[src/hw/rtl/nsc_pkg.sv]
// ----------------------------------------------------------------------------
// NMEA sentence checksum checker package
// Shared types, character codes and the hex digit decode.
// ----------------------------------------------------------------------------
package nsc_pkg;

  // Characters that frame a sentence.
  localparam logic [7:0] StartMark = 8'd36;  // '$'
  localparam logic [7:0] StarMark  = 8'd42;  // '*'
  localparam logic [7:0] DigitNine = 8'd57;  // '9'
  localparam logic [7:0] DigitZero = 8'd48;  // '0'
  localparam logic [7:0] AlphaGap  = 8'd7;   // distance from ':' to 'A'

  localparam int unsigned TitleBytes = 5;
  localparam int unsigned TitleW     = 8 * TitleBytes;
  localparam int unsigned TitleLenW  = $clog2(TitleBytes + 1);

  // Titles of interest, earliest character in the high byte.
  localparam logic [TitleW-1:0] TitlePzmae = 40'h505A4D4145;
  localparam logic [TitleW-1:0] TitlePzmaf = 40'h505A4D4146;
  localparam logic [TitleW-1:0] TitlePzmag = 40'h505A4D4147;

  typedef enum logic [1:0] {
    PhHunt = 2'd0,
    PhBody = 2'd1,
    PhHex1 = 2'd2,
    PhHex2 = 2'd3
  } phase_e;

  typedef enum logic [1:0] {
    TypePzmae = 2'd0,
    TypePzmaf = 2'd1,
    TypePzmag = 2'd2
  } sentence_type_e;

  typedef struct packed {
    logic           valid;
    sentence_type_e sentence_type;
    logic           checksum_ok;
    logic [7:0]     computed_checksum;
  } result_t;

  // Decode one checksum character: subtract '0', and a further 7 above '9'.
  // Any byte value is accepted, so the result is a signed 9-bit quantity.
  function automatic logic signed [8:0] hex_value(input logic [7:0] c);
    logic signed [8:0] v;
    v = $signed({1'b0, c}) - $signed({1'b0, DigitZero});
    if (c > DigitNine) begin
      v = v - $signed({1'b0, AlphaGap});
    end
    return v;
  endfunction

endpackage

[src/hw/rtl/nsc_parser.sv]
// ----------------------------------------------------------------------------
// NMEA sentence parser
// Sentence framing state, running XOR, title capture and checksum compare.
// ----------------------------------------------------------------------------
module nsc_parser (
  input  logic             clk_i,
  input  logic             rst_ni,
  input  logic             en_i,      // a byte is consumed this cycle
  input  logic [7:0]       byte_i,
  output nsc_pkg::result_t result_o   // not gated: use only with en_i high
);
  import nsc_pkg::*;

  phase_e                phase_q, phase_d;
  logic [7:0]            xor_q, xor_d;
  logic [TitleW-1:0]     title_q, title_d;
  logic [TitleLenW-1:0]  len_q, len_d;
  logic [7:0]            hex1_q, hex1_d;

  logic signed [8:0]     hi_val, lo_val;
  logic signed [12:0]    sent_val;
  logic                  sum_match;

  assign hi_val    = hex_value(hex1_q);
  assign lo_val    = hex_value(byte_i);
  assign sent_val  = $signed({hi_val, 4'b0000}) + $signed({{4{lo_val[8]}}, lo_val});
  assign sum_match = (sent_val == $signed({5'b00000, xor_q}));

  always_comb begin
    phase_d  = phase_q;
    xor_d    = xor_q;
    title_d  = title_q;
    len_d    = len_q;
    hex1_d   = hex1_q;
    result_o = '0;
    result_o.checksum_ok       = sum_match;
    result_o.computed_checksum = xor_q;

    unique case (phase_q)
      PhHunt: begin
        if (byte_i == StartMark) begin
          phase_d = PhBody;
          xor_d   = '0;
          title_d = '0;
          len_d   = '0;
        end
      end
      PhBody: begin
        if (byte_i == StarMark) begin
          phase_d = PhHex1;
        end else begin
          xor_d = xor_q ^ byte_i;
          if (len_q < TitleLenW'(TitleBytes)) begin
            title_d = {title_q[TitleW-9:0], byte_i};
            len_d   = len_q + TitleLenW'(1);
          end
        end
      end
      PhHex1: begin
        hex1_d  = byte_i;
        phase_d = PhHex2;
      end
      PhHex2: begin
        phase_d = PhHunt;
        if (len_q == TitleLenW'(TitleBytes)) begin
          priority if (title_q == TitlePzmae) begin
            result_o.valid         = 1'b1;
            result_o.sentence_type = TypePzmae;
          end else if (title_q == TitlePzmaf) begin
            result_o.valid         = 1'b1;
            result_o.sentence_type = TypePzmaf;
          end else if (title_q == TitlePzmag) begin
            result_o.valid         = 1'b1;
            result_o.sentence_type = TypePzmag;
          end else begin
            result_o.valid = 1'b0;
          end
        end
      end
      default: begin
        phase_d = PhHunt;
      end
    endcase
  end

  always_ff @(posedge clk_i or negedge rst_ni) begin
    if (!rst_ni) begin
      phase_q <= PhHunt;
      xor_q   <= '0;
      title_q <= '0;
      len_q   <= '0;
      hex1_q  <= '0;
    end else if (en_i) begin
      phase_q <= phase_d;
      xor_q   <= xor_d;
      title_q <= title_d;
      len_q   <= len_d;
      hex1_q  <= hex1_d;
    end
  end

endmodule

[config.mk]
export PLATFORM = sky130hd
export DESIGN_NAME = nsc_parser
export DESIGN_NICKNAME = d
export VERILOG_FILES = /design/src/hw/rtl/nsc_pkg.sv /design/src/hw/rtl/nsc_parser.sv
export SDC_FILE = /design/constraint.sdc
export NUM_CORES = 1
export LEC_CHECK = 0
export BUFFER_PORTS_ARGS = -buffer_cell sky130_fd_sc_hd__buf_2
export CAP_MARGIN = 20
export CORE_MARGIN = 5
export CORE_UTILIZATION = 61
export DETAILED_ROUTE_END_ITERATION = 10
export GPL_TIMING_DRIVEN = 0
export HOLD_SLACK_MARGIN = 0.12
export MAX_ROUTING_LAYER = met4
export PLACE_DENSITY = 0.89
export SYNTH_ARGS = -nofsm -noshare
export SYNTH_HDL_FRONTEND = slang
export SYNTH_SLANG_ARGS = --single-unit
[constraint.sdc]
create_clock -name clk_i -period 4.5 [get_ports clk_i]
set_input_delay 0.45 -clock clk_i [delete_from_list [all_inputs] [get_ports clk_i]]
set_output_delay 0.45 -clock clk_i [all_outputs]
set_load 0.01 [all_outputs]
==> results of run 1 <==
-- Yosys cell counts (all sizes together), types with 2 or more instances --
cell | count | area (µm²)
a41oi | 2 | 25.03
a22o | 4 | 35.03
nand4 | 2 | 12.51
ha | 25 | 312.8
and2 | 3 | 18.77
a31oi | 3 | 18.77
o21a | 2 | 15.01
o211ai | 2 | 15.01
xor2 | 9 | 78.83
nor3 | 5 | 30.03
nand2b | 4 | 25.02
a211oi | 5 | 55.05
o31ai | 6 | 58.81
nand3 | 9 | 45.04
buf | 14 | 93.83
inv | 16 | 60.05
and3 | 4 | 25.02
o21ai | 60 | 304.0
clkbuf | 9 | 33.78
a21o | 8 | 60.06
nand3b | 2 | 15.01
or3 | 2 | 12.51
nor4bb | 2 | 20.02
mux2 | 7 | 78.83
dfrtp | 61 | 1526
nor2 | 13 | 58.81
nor4b | 4 | 35.03
a21oi | 7 | 35.03
a31o | 3 | 26.28
nor4 | 5 | 46.29
o21bai | 2 | 15.01
a21boi | 2 | 15.02
o32ai | 3 | 33.79
mux2i | 3 | 30.03
xnor2 | 16 | 140.1
nand2 | 111 | 421.7
-- registers in the layout, indices dropped and copies added, names as in the netlist --
signal	cells
phase_q	2
xor_q	8
title_q	40
hex1_q	8
len_q	3
-- kinds of logic (layout without fill, tap and decap cells) --
| logic type | Yosys count | in the layout |
|---|---|---|
| simple gates | 171 | 171 |
| compound gates | 114 | 114 |
| flops | 61 | 61 |
| buf+inv | 39 | 73 |
| fa+ha+maj | 26 | 26 |
| xor+xnor | 25 | 25 |
| mux | 10 | 10 |
-- worst register-to-register path, cell delays in order (launching register included) --
cell and delay, ps:
dfrtp_1 410, inv_1 110, ha_1 310, o31ai_4 120
nand2_2 130, nor2_4 70, nand2_2 120, clkbuf_1 440
o21ai_1 170
-- area by class of cell --
type	instances	area share, %
clock buffers	12	3.567
well taps	77	2.215
plain buffers	23	2.934
repair buffers	20	2.647
flip-flops and latches	61	35.10
inverters	16	1.381
multi-input cells	346	51.93
clock inverters	2	0.2301
-- layer usage --
| metal | routed length (µm) | part of all wire (%) | up-vias |
|---|---|---|---|
| met5 | 0 | 0 | - |
| met4 | 307 | 3.1 | 0 |
| met3 | 828 | 8.4 | 32 |
| met2 | 4633 | 47 | 177 |
| met1 | 4037 | 41 | 1671 |
| li1 | - | - | 1610 |
-- worst max path at each step --
stage / depth (start not counted) / slack [ps] / end
6_report: 18 / 130 / result_o[8]
5_1_grt: 18 / -20 / result_o[8]
4_1_cts: 17 / 150 / result_o[8]
3_5_place_dp: 17 / 160 / result_o[8]
3_3_place_gp: 18 / 330 / result_o[8]
2_1_floorplan: 16 / 840 / result_o[8]
-- what timing repair did --
action | CTS | global route
setup endpoints to repair | 0 | 1
gates resized for setup | 0 | 6
endpoints found under the hold margin | 0 | 0
-- metrics by stage --
step                total power, W  instance area (µm²)  util [%]
floorplan                 0.001972                 3954         -
global placement          0.002250                 4145     65.66
detailed placement        0.002356                 4165     65.97
CTS                       0.002788                 4330     68.59
global route              0.003050                 4349     68.89
finish                    0.002845                 4349     68.89
-- where the power goes --
group / leakage [nW] / switching [W] / total, W / internal, W
clock network: 0.0881 / 0.000200 / 0.000422 / 0.000222
registers: 0.820 / 0.000153 / 0.000827 / 0.000674
logic: 1.00 / 0.000958 / 0.00160 / 0.000637
total: 1.91 / 0.00131 / 0.00284 / 0.00153
==> results.md, run 1 <==
- Critical Path RT: roughly 4100 ps
- Simple-gate share of the synthesized area: 20.44%
- Cell variety after synth: 64
- Min-delay worst type: input pin to asynchronous set/reset pin
- # IOs: 23
- CTS sink cnt: 61
- Maximum clock rate: between 0.2 and 0.25 GHz
- Synth-to-Final Area Change: 10.00%
- Top Usage Layer GRT: met2
- Reg2reg path depth: 8
- Cells after synthesis: about 450
- Xor/xnor share of the synthesized area: under 10%
- Finish-stage setup viols: 0
- CTS H-tree lvls: 3
- Max_cap viols: 0
- Worst-path cell chain: buf_2, inv_1, ha_1, inv_1, or3_1, xor2_1, o32ai_1, xor2_1, ha_1, a21o_1, a31o_2, a21oi_1, xor2_1, nand3_1, nor3_2, and4_1, buf_4, buf_2
- DR pass1 iterations: 5
- Post-Syn Nets: just under 500
- Global-route wire length before repair: around 16 mm
- Worst Tran Pin Value: approximately 670 ps
- Outcome: complete, no violations
- Post-Route Hold Slack: around 140 ps
- Postcts setup bufs: 0
- Pre-CTS setup slack: around 160 ps
- Avg Inst Size Synth: 8.865 µm²
- Final WS setup: 131.0 ps
- Crit-path max FO: 6
- Routed via count: around 3500
- Cts hold-fix bufs: 0
- Critical-path cell with the highest stage delay: or3_1
- Setup TNS: 0 ps
- Leak Pwr: approximately 1.9 nW
- Post-synthesis mux area share: about 2.8%
- Gr usage total: 24.94%
- Largest net degree at the start of global routing: 34
- Fraction of layout instances using a drive strength above 1: between 10% and 20%
- Vias/cell: about 6.3
- Synth Area in Adders: under 10%
- Met3 Usage GRT: roughly 5.8%
- Remaining antenna violation count: 0
- Row count: 29
- Ys async rst share: 100.0%
- Nets: approximately 500
- Slowest stage delay, CP: roughly 360 ps
- Power density cells: roughly 650 mW/mm²
- Top Family by Delay on Critical Path: simple AND/OR/NAND/NOR gates
- Core area: 0.006314 mm²
- CP Capture Type: output port
- Maximum root-to-sink buffer count: 2
- Antenna violations before repair: 0
- Final slew viol count: 0
- Reg2reg end: title_q[7]
- Setup slack, reg-to-reg: around 2500 ps
- Storage cell area: around 0.0015 mm²
- Dpl hpwl: 7.241 mm
- Synth Flop Type: dfrtp_1
- Cts bufs inserted: 9
- EDFF count, synth: 0
- GR Util met1: between 30 and 40%
- CP Data Arrival Time: roughly 3900 ps
- Setup CP Type: input pin to output port
- Syn. warnings: 0
- # fillers: ~480
- Gr ovfl total: 0
- Ant diodes: 0
- FF+latch count, synth: roughly 60
- Die Ht: ~91 µm
- RR Startpoint: phase_q[0]
- Non-Filler Instances: 557
- Worst skew pair latency: between 300 and 400 ps
- Cells after DPL: 543
- DRC errors left: 0
- CP most frequent cell: xor2_1
- Commonest cells after routing, fill and taps aside: 108 x nand2_1, 61 x dfrtp_1, 46 x o21ai_1, 28 x buf_2, 24 x ha_1
- GRT met2 Usage: a little under two fifths
- CTS tree: yes
- Worst-path clk slew: ~70 ps
- 1st-iter DRT viols: ~270
- Tmin final: 4369 ps
- Chip Width: between 90 and 100 µm
- Synthesized cell area: ~0.0040 mm²
- Final hold vios: 0
- Root buffer cell: clkbuf_8
- Die Area: 0.008192 mm²
- GPL Wtd Cong: approximately 0.87
- I/O Buffers: 19
- Vias in the first global route: 3445
- Max transition margin: between 50% and 60%
- Fin crit share: 97.09%
- Main combinational cell family by area after synthesis: simple AND/OR/NAND/NOR gates
- Max VDD drop: approximately 0.00056 V
- Commonest non-fill, non-tap cell in the layout: nand2_1
- Multi-input gate area: between 0.002 and 0.0025 mm²
- CP startpoint: byte_i[4]
- Starting density of the core: 62.62%
- WL per Instance: 17.61 µm
- CP Buf/Inv Count: 5
- Clock Skew: about 12 ps
- Compound-Gate Fraction of Synth Area: roughly 19%
- Post-Route WL: roughly 9.8 mm
- Setup crit start kind: input pin
- Register area share after synthesis: slightly below 40%
No activity file was read; power rests on OpenSTA's default activity.
==> run 2, diff against run 1 <==
--- a/config.mk
+++ b/config.mk
@@ -7,8 +7,10 @@
 export LEC_CHECK = 0
 export BUFFER_PORTS_ARGS = -buffer_cell sky130_fd_sc_hd__buf_2
 export CAP_MARGIN = 20
+export CELL_PAD_IN_SITES_DETAIL_PLACEMENT = 1
+export CELL_PAD_IN_SITES_GLOBAL_PLACEMENT = 1
 export CORE_MARGIN = 5
-export CORE_UTILIZATION = 61
+export CORE_UTILIZATION = 47
 export DETAILED_ROUTE_END_ITERATION = 10
 export GPL_TIMING_DRIVEN = 0
 export HOLD_SLACK_MARGIN = 0.12
==> run 2 against run 1 <==
  * Highest routed layer unchanged
  * Cell count increased by 5.6%
  * Via count increased by 0.11%
  * Core utilization shrank 15 points
  * Non-clock buffer count rose by 1
  * Wire length up 15%
==> results.md, run 2 (synthesis gave the netlist of run 1 again) <==
- CP Data Arrival Time: 3950 ps (was 3920 ps)
- Vias/cell: 5.942 (was 6.266)
- Max layer used: met4 (unchanged)
- Final WS setup: 104.3 ps (was 131.0 ps)
- Vias in the first global route: 3715 (was 3445)
- Routed via count: 3494 (was 3490)
- Biggest register: title_q (unchanged)
- Dpl hpwl: 8.299 mm (was 7.241 mm)
- Final hold vios: 0 (unchanged)
- 1st-iter DRT viols: 255 (was 271)
- Slowest stage delay, CP: 390 ps (was 360 ps)
- Global-route wire length before repair: 18.82 mm (was 16.15 mm)
- CP Capture Type: output port (unchanged)
- Root buffer cell: clkbuf_8 (unchanged)
- Core area: 0.008217 mm² (was 0.006314 mm²)
- Fin crit share: 97.68% (was 97.09%)
- Fraction of layout instances using a drive strength above 1: 16.56% (was 16.04%)
- Pre-CTS setup slack: 92.11 ps (was 161.6 ps)
- Setup crit start kind: input pin (unchanged)
- Finish-stage setup viols: 0 (unchanged)
- Cts hold-fix bufs: 0 (unchanged)
- Leak Pwr: 1.913 nW (was 1.909 nW)
- Top Family by Delay on Critical Path: simple AND/OR/NAND/NOR gates (unchanged)
- Tmin final: 4396 ps (was 4369 ps)
- WL per Instance: 19.23 µm (was 17.61 µm)
- Critical Path RT: 4050 ps (about the same)
- # IOs: 23 (unchanged)
- Max transition margin: 53.42% (was 55.43%)
- Antenna violations before repair: 0 (unchanged)
- Die Ht: 101.7 µm (was 90.51 µm)
- Critical-path cell with the highest stage delay: ha_1 (was or3_1)
- Maximum clock rate: 0.2275 GHz (was 0.2289 GHz)
- CP Buf/Inv Count: 5 (unchanged)
- Crit-path max FO: 6 (unchanged)
- Cts bufs inserted: 9 (unchanged)
- Wire length on met2: 5.702 mm (was 4.633 mm)
- Nets: 515 (was 514)
- Gr usage total: 24.03% (was 24.94%)
- Maximum root-to-sink buffer count: 2 (unchanged)
- GPL Wtd Cong: 0.8667 (was 0.8651)
- Commonest non-fill, non-tap cell in the layout: nand2_1 (unchanged)
- Commonest cells after routing, fill and taps aside: 109 x nand2_1, 61 x dfrtp_1, 45 x o21ai_1, 27 x buf_2, 24 x ha_1 (was 108 x nand2_1, 61 x dfrtp_1, 46 x o21ai_1, 28 x buf_2, 24 x ha_1)
- Row count: 33 (was 29)
- Starting density of the core: 48.12% (was 62.62%)
- CTS H-tree lvls: 3 (unchanged)
- # fillers: 976 (was 481)
- Worst Tran Pin Value: 689.3 ps (was 668.6 ps)
- WL met3: 385 µm (was 828 µm)
- Outcome: complete, no violations (unchanged)
- CTS tree: yes (unchanged)
- Min-delay worst type: input pin to asynchronous set/reset pin (unchanged)
- Clock Skew: 10.47 ps (was 11.60 ps)
- CTS sink cnt: 61 (unchanged)
- Synth-to-Final Area Change: 11.46% (was 10.00%)
- Worst-path clk slew: 70 ps (about the same)
- Setup CP Type: input pin to output port (unchanged)
- Met1 wire length: 5.011 mm (was 4.037 mm)
- Max FFs per register: 40 (unchanged)
- Chip Width: 101.7 µm (was 90.51 µm)
- Worst-path cell chain: clkbuf_4, inv_2, ha_1, inv_1, or3_1, xor2_1, o32ai_2, xor2_1, ha_1, o21ai_0, o21bai_1, a21oi_2, or3_1, mux2i_1, xnor2_1, and4_1, buf_4, buf_2 (was buf_2, inv_1, ha_1, inv_1, or3_1, xor2_1, o32ai_1, xor2_1, ha_1, a21o_1, a31o_2, a21oi_1, xor2_1, nand3_1, nor3_2, and4_1, buf_4, buf_2)
- Worst skew pair latency: 340 ps (about the same)
- Biggest regs: title_q: 40 flops, hex1_q: 8 flops, xor_q: 8 flops (unchanged)
- Max VDD drop: 0.0003748 V (was 0.0005593 V)
- Power density cells: 654.1 mW/mm² (was 654.0 mW/mm²)
- DR pass1 iterations: 5 (unchanged)
- Remaining antenna violation count: 0 (unchanged)
- DRC errors left: 0 (unchanged)
- I/O Buffers: 19 (unchanged)
- Ant diodes: 0 (unchanged)
- Largest net degree at the start of global routing: 37 (was 34)
- Post-Route Hold Slack: 108.4 ps (was 142.2 ps)
- Post-Route WL: 11.31 mm (was 9.807 mm)
- Final slew viol count: 0 (unchanged)
- Max_cap viols: 0 (unchanged)
- Die Area: 0.01035 mm² (was 0.008192 mm²)
- Gr ovfl total: 0 (unchanged)
run 2: timing repair:
action | 4_1_cts | 5_1_grt
resized for setup | 0 | 7
setup buffers | 0 | 1
setup endpoints to repair | 0 | 1
run 2: report_power, final:
part,internal (W),switching (W)
clock network,0.000199,0.000228
logic,0.000644,0.000983
registers,0.000673,0.000156
run 2: area by class of cell:
type,count,area (µm²),share of cell area [%]
sequential,61,1526,34.64
tap,105,131.4,2.981
inverter,16,60.06,1.363
multi-input combinational,346,2268,51.48
timing repair buffer,21,125.1,2.839
clock inverter,6,40.04,0.9086
buffer,23,127.6,2.896
clock buffer,10,127.6,2.896
run 2: worst reg2reg max path, delay by kind of cell (launching register included):
| kind | cells | cell delay (ps) |
|---|---|---|
| flip-flops | 1 | 400 |
| buffers and inverters | 3 | 1080 |
| AND/OR/NAND/NOR | 1 | 130 |
| AO/OA/AOI/OAI | 1 | 180 |
| adder cells (fa/ha/maj) | 1 | 310 |
run 2: per-layer routing:
metal / GRT usage (%) / vias to the layer above
li1: - / 1619
met1: 30.96 / 1766
met2: 39.84 / 82
met3: 4.063 / 27
met4: 5.215 / 0
met5: - / -
run 2: metrics by stage:
step                      cells  TNS [ps]  util (%)  power (W)  instance area, µm²
after detailed placement    571         0     51.12   0.002415                4200
after CTS                   587         0     53.16   0.002856                4368
after global routing        588    -39.14     53.63   0.003092                4407
final                       588         0     53.63   0.002882                4407
after floorplan             446         0         -   0.001972                3954
after global placement      570         0     50.88   0.002291                4180
run 2: worst paths after layout:
kind,from,end,slack [ps],depth (start not counted)
max reg2reg,phase_q[1],title_q[35],2330,6
min in group clk_i,byte_i[6],title_q[6],440,3
max in group asynchronous,rst_ni,title_q[15],3780,2
min reg2reg,title_q[33],title_q[33],500,2
min,rst_ni,title_q[3],110,1
max,byte_i[4],result_o[8],100,18
==> run 3, diff against run 2 <==
==> constraint.sdc (replaced) <==
create_clock -name clk_i -period 4.5 [get_ports clk_i]
set_input_delay 0.45 -clock clk_i [delete_from_list [all_inputs] [get_ports clk_i]]
set_output_delay 0.45 -clock clk_i [all_outputs]
set_load 0.005 [all_outputs]
==> run 3 against run 2 <==
  * Combinational power about the same
  * Core utilization decreased by 0.24 points
  * Register-to-register slack barely moved
  * Non-clock buffer count unchanged
  * Global-route usage stayed put
  * Flip-flop and latch count did not move
  * Cell count unchanged
  * First-iteration DRC count rose by 2.7%
  * Sequential share of layout area grew 0.16 points
  * Highest routed layer unchanged
==> results.md, run 3 (synthesis gave the netlist of run 1 again) <==
- Critical Path RT: 4050 ps (about the same)
- Min-delay worst type: input pin to asynchronous set/reset pin (unchanged)
- Final hold vios: 0 (unchanged)
- Biggest register: title_q (unchanged)
- Setup TNS: 0 ps (unchanged)
- Row count: 33 (unchanged)
- Synth-to-Final Area Change: 10.95% (was 11.46%)
- Post-route cell area: 0.004387 mm² (was 0.004407 mm²)
- Setup slack, reg-to-reg: 2330 ps (about the same)
- RSZ-0062 raised after global routing: false
- Reg2reg path depth: 6 (unchanged)
- Remaining antenna violation count: 0 (unchanged)
- CP Capture Type: output port (unchanged)
- Cts bufs inserted: 9 (unchanged)
- Root buffer cell: clkbuf_8 (unchanged)
- Outcome: complete, no violations (unchanged)
- Max FFs per register: 40 (unchanged)
- Power density cells: 655.1 mW/mm² (was 654.1 mW/mm²)
- Die Area: 0.01035 mm² (unchanged)
- GR Util met1: 30.96% (unchanged)
- Tmin final: 4286 ps (was 4396 ps)
- Routed via count: 3498 (was 3494)
- Maximum root-to-sink buffer count: 2 (unchanged)
- Slowest stage delay, CP: 460 ps (was 390 ps)
- GRT met2 Usage: 39.84% (unchanged)
- Max VDD drop: 0.0003743 V (was 0.0003748 V)
- Vias in the first global route: 3715 (unchanged)
- Worst skew pair latency: 340 ps (about the same)
- Largest net degree at the start of global routing: 37 (unchanged)
- Chip Width: 101.7 µm (unchanged)
- Antenna violations before repair: 0 (unchanged)
- Finish-stage setup viols: 0 (unchanged)
- CTS sink cnt: 61 (unchanged)
- Placed cell areas: 0.004200 mm² (unchanged)
- Top Usage Layer GRT: met2 (unchanged)
- Maximum clock rate: 0.2333 GHz (was 0.2275 GHz)
- Gr ovfl total: 0 (unchanged)
- Pre-CTS setup slack: 109.9 ps (was 92.11 ps)
- Commonest non-fill, non-tap cell in the layout: nand2_1 (unchanged)
- Worst-path clk slew: 70 ps (about the same)
- Die Ht: 101.7 µm (unchanged)
- Fin crit share: 95.25% (was 97.68%)
- Clock Skew: 11.06 ps (was 10.47 ps)
- I/O Buffers: 19 (unchanged)
- Setup CP Type: flop to output port (was input pin to output port)
- Vias/cell: 5.949 (was 5.942)
- Dpl hpwl: 8.299 mm (unchanged)
- Finished Core Util: 53.39% (was 53.63%)
- Commonest cells after routing, fill and taps aside: 109 x nand2_1, 61 x dfrtp_1, 45 x o21ai_1, 28 x buf_2, 24 x ha_1 (was 109 x nand2_1, 61 x dfrtp_1, 45 x o21ai_1, 27 x buf_2, 24 x ha_1)
- WL per Instance: 19.20 µm (was 19.23 µm)
- Met3 Usage GRT: 4.063% (unchanged)
- Worst-path cell chain: ha_1, buf_2, o211ai_1, nand2_1, xnor2_1, ha_1, fa_1, a211oi_1, o21bai_1, a21oi_2, nand3_1, mux2i_1, xnor2_1, and4_1, buf_4, buf_2 (was clkbuf_4, inv_2, ha_1, inv_1, or3_1, xor2_1, o32ai_2, xor2_1, ha_1, o21ai_0, o21bai_1, a21oi_2, or3_1, mux2i_1, xnor2_1, and4_1, buf_4, buf_2)
- Reg2reg end: title_q[35] (unchanged)
- Ant diodes: 0 (unchanged)
- Global-route wire length before repair: 18.82 mm (unchanged)
- Leak Pwr: 1.909 nW (was 1.913 nW)
- Max transition margin: 52.20% (was 53.42%)
- Crit-path max FO: 10 (was 6)
- CP Data Arrival Time: 3840 ps (was 3950 ps)
- Nets: 515 (unchanged)
- Starting density of the core: 48.12% (unchanged)
- Power consumption: 0.002874 W (was 0.002882 W)
- Final slew viol count: 0 (unchanged)
- 1st-iter DRT viols: 262 (was 255)
- Core area: 0.008217 mm² (unchanged)
- Critical-path cell with the highest stage delay: dfrtp_1 (was ha_1)
- Gr usage total: 24.03% (unchanged)
- Post-Route WL: 11.29 mm (was 11.31 mm)
- CTS H-tree lvls: 3 (unchanged)
- Biggest regs: title_q: 40 flops, hex1_q: 8 flops, xor_q: 8 flops (unchanged)
- DR pass1 iterations: 5 (unchanged)
- Setup crit start kind: flop (was input pin)
- Max_cap viols: 0 (unchanged)
- Worst Tran Pin Value: 707.3 ps (was 689.3 ps)
- # IOs: 23 (unchanged)
- Final WS setup: 213.6 ps (was 104.3 ps)
- Fraction of layout instances using a drive strength above 1: 16.36% (was 16.56%)
- GPL Wtd Cong: 0.8667 (unchanged)
- DRC errors left: 0 (unchanged)
- CTS tree: yes (unchanged)
- RR Startpoint: phase_q[1] (unchanged)
## run 3: cell types whose count changed in the layout (fill, tap and decap cells not counted)
cell      delta
clkbuf_4     -1
ha_4         -1
o32ai_2      -1
o32ai_1      +1
ha_2         +1
buf_2        +1
## run 3: how the worst max path moves through the flow
stage	start	to	slack, ps	cells after the start
after CTS	byte_i[5]	result_o[8]	90	17
after global placement	byte_i[5]	result_o[8]	270	17
after floorplan	byte_i[7]	result_o[8]	850	16
after detailed placement	byte_i[5]	result_o[8]	110	17
after global routing	byte_i[5]	result_o[8]	4	17
final	hex1_q[5]	result_o[8]	210	16
## run 3: final cells by class
class                      count  area [µm²]
buffer                        23       127.6
sequential                    61        1526
timing repair buffer          21       122.6
fill                         982        3830
clock buffer                  10       127.6
clock inverter                 6       40.04
tap                          105       131.4
inverter                      16       60.06
multi-input combinational    346        2251
## run 3: through the flow
stage	hold slack, ps	instances
floorplan	154.4	446
global placement	470.1	570
detailed placement	475.3	571
CTS	122.3	587
global route	148.6	588
finish	105.1	588
## run 3: layer usage
layer,vias up,part of all wire (%)
met3,18,4.3
met2,93,50
met1,1769,44
li1,1618,-
met4,0,1.3
met5,-,0
## run 3: where the power goes
| part | internal [W] | leakage, nW | switching (W) |
|---|---|---|---|
| clock | 0.000199 | 0.0860 | 0.000228 |
| combinational | 0.000642 | 1.00 | 0.000975 |
| sequential | 0.000673 | 0.820 | 0.000156 |
| total | 0.00151 | 1.91 | 0.00136 |
## run 3: critical path: cells and delay by family, from the launching register on
| family | cells | cell delay [ps] |
|---|---|---|
| and+or+nand+nor | 3 | 530 |
| DFF | 1 | 460 |
| AOI/OAI and AO/OA | 4 | 730 |
| buffers and inverters | 3 | 380 |
| muxes | 1 | 190 |
| adders and majority gates | 3 | 860 |
| xor gates and xnor gates | 2 | 350 |
## run 3: what timing repair did
action,in CTS,in global routing
resized for setup,0,4
endpoints found under the hold margin,0,0
hold buffers,0,0
setup buffers,0,1
setup endpoints to repair,0,1
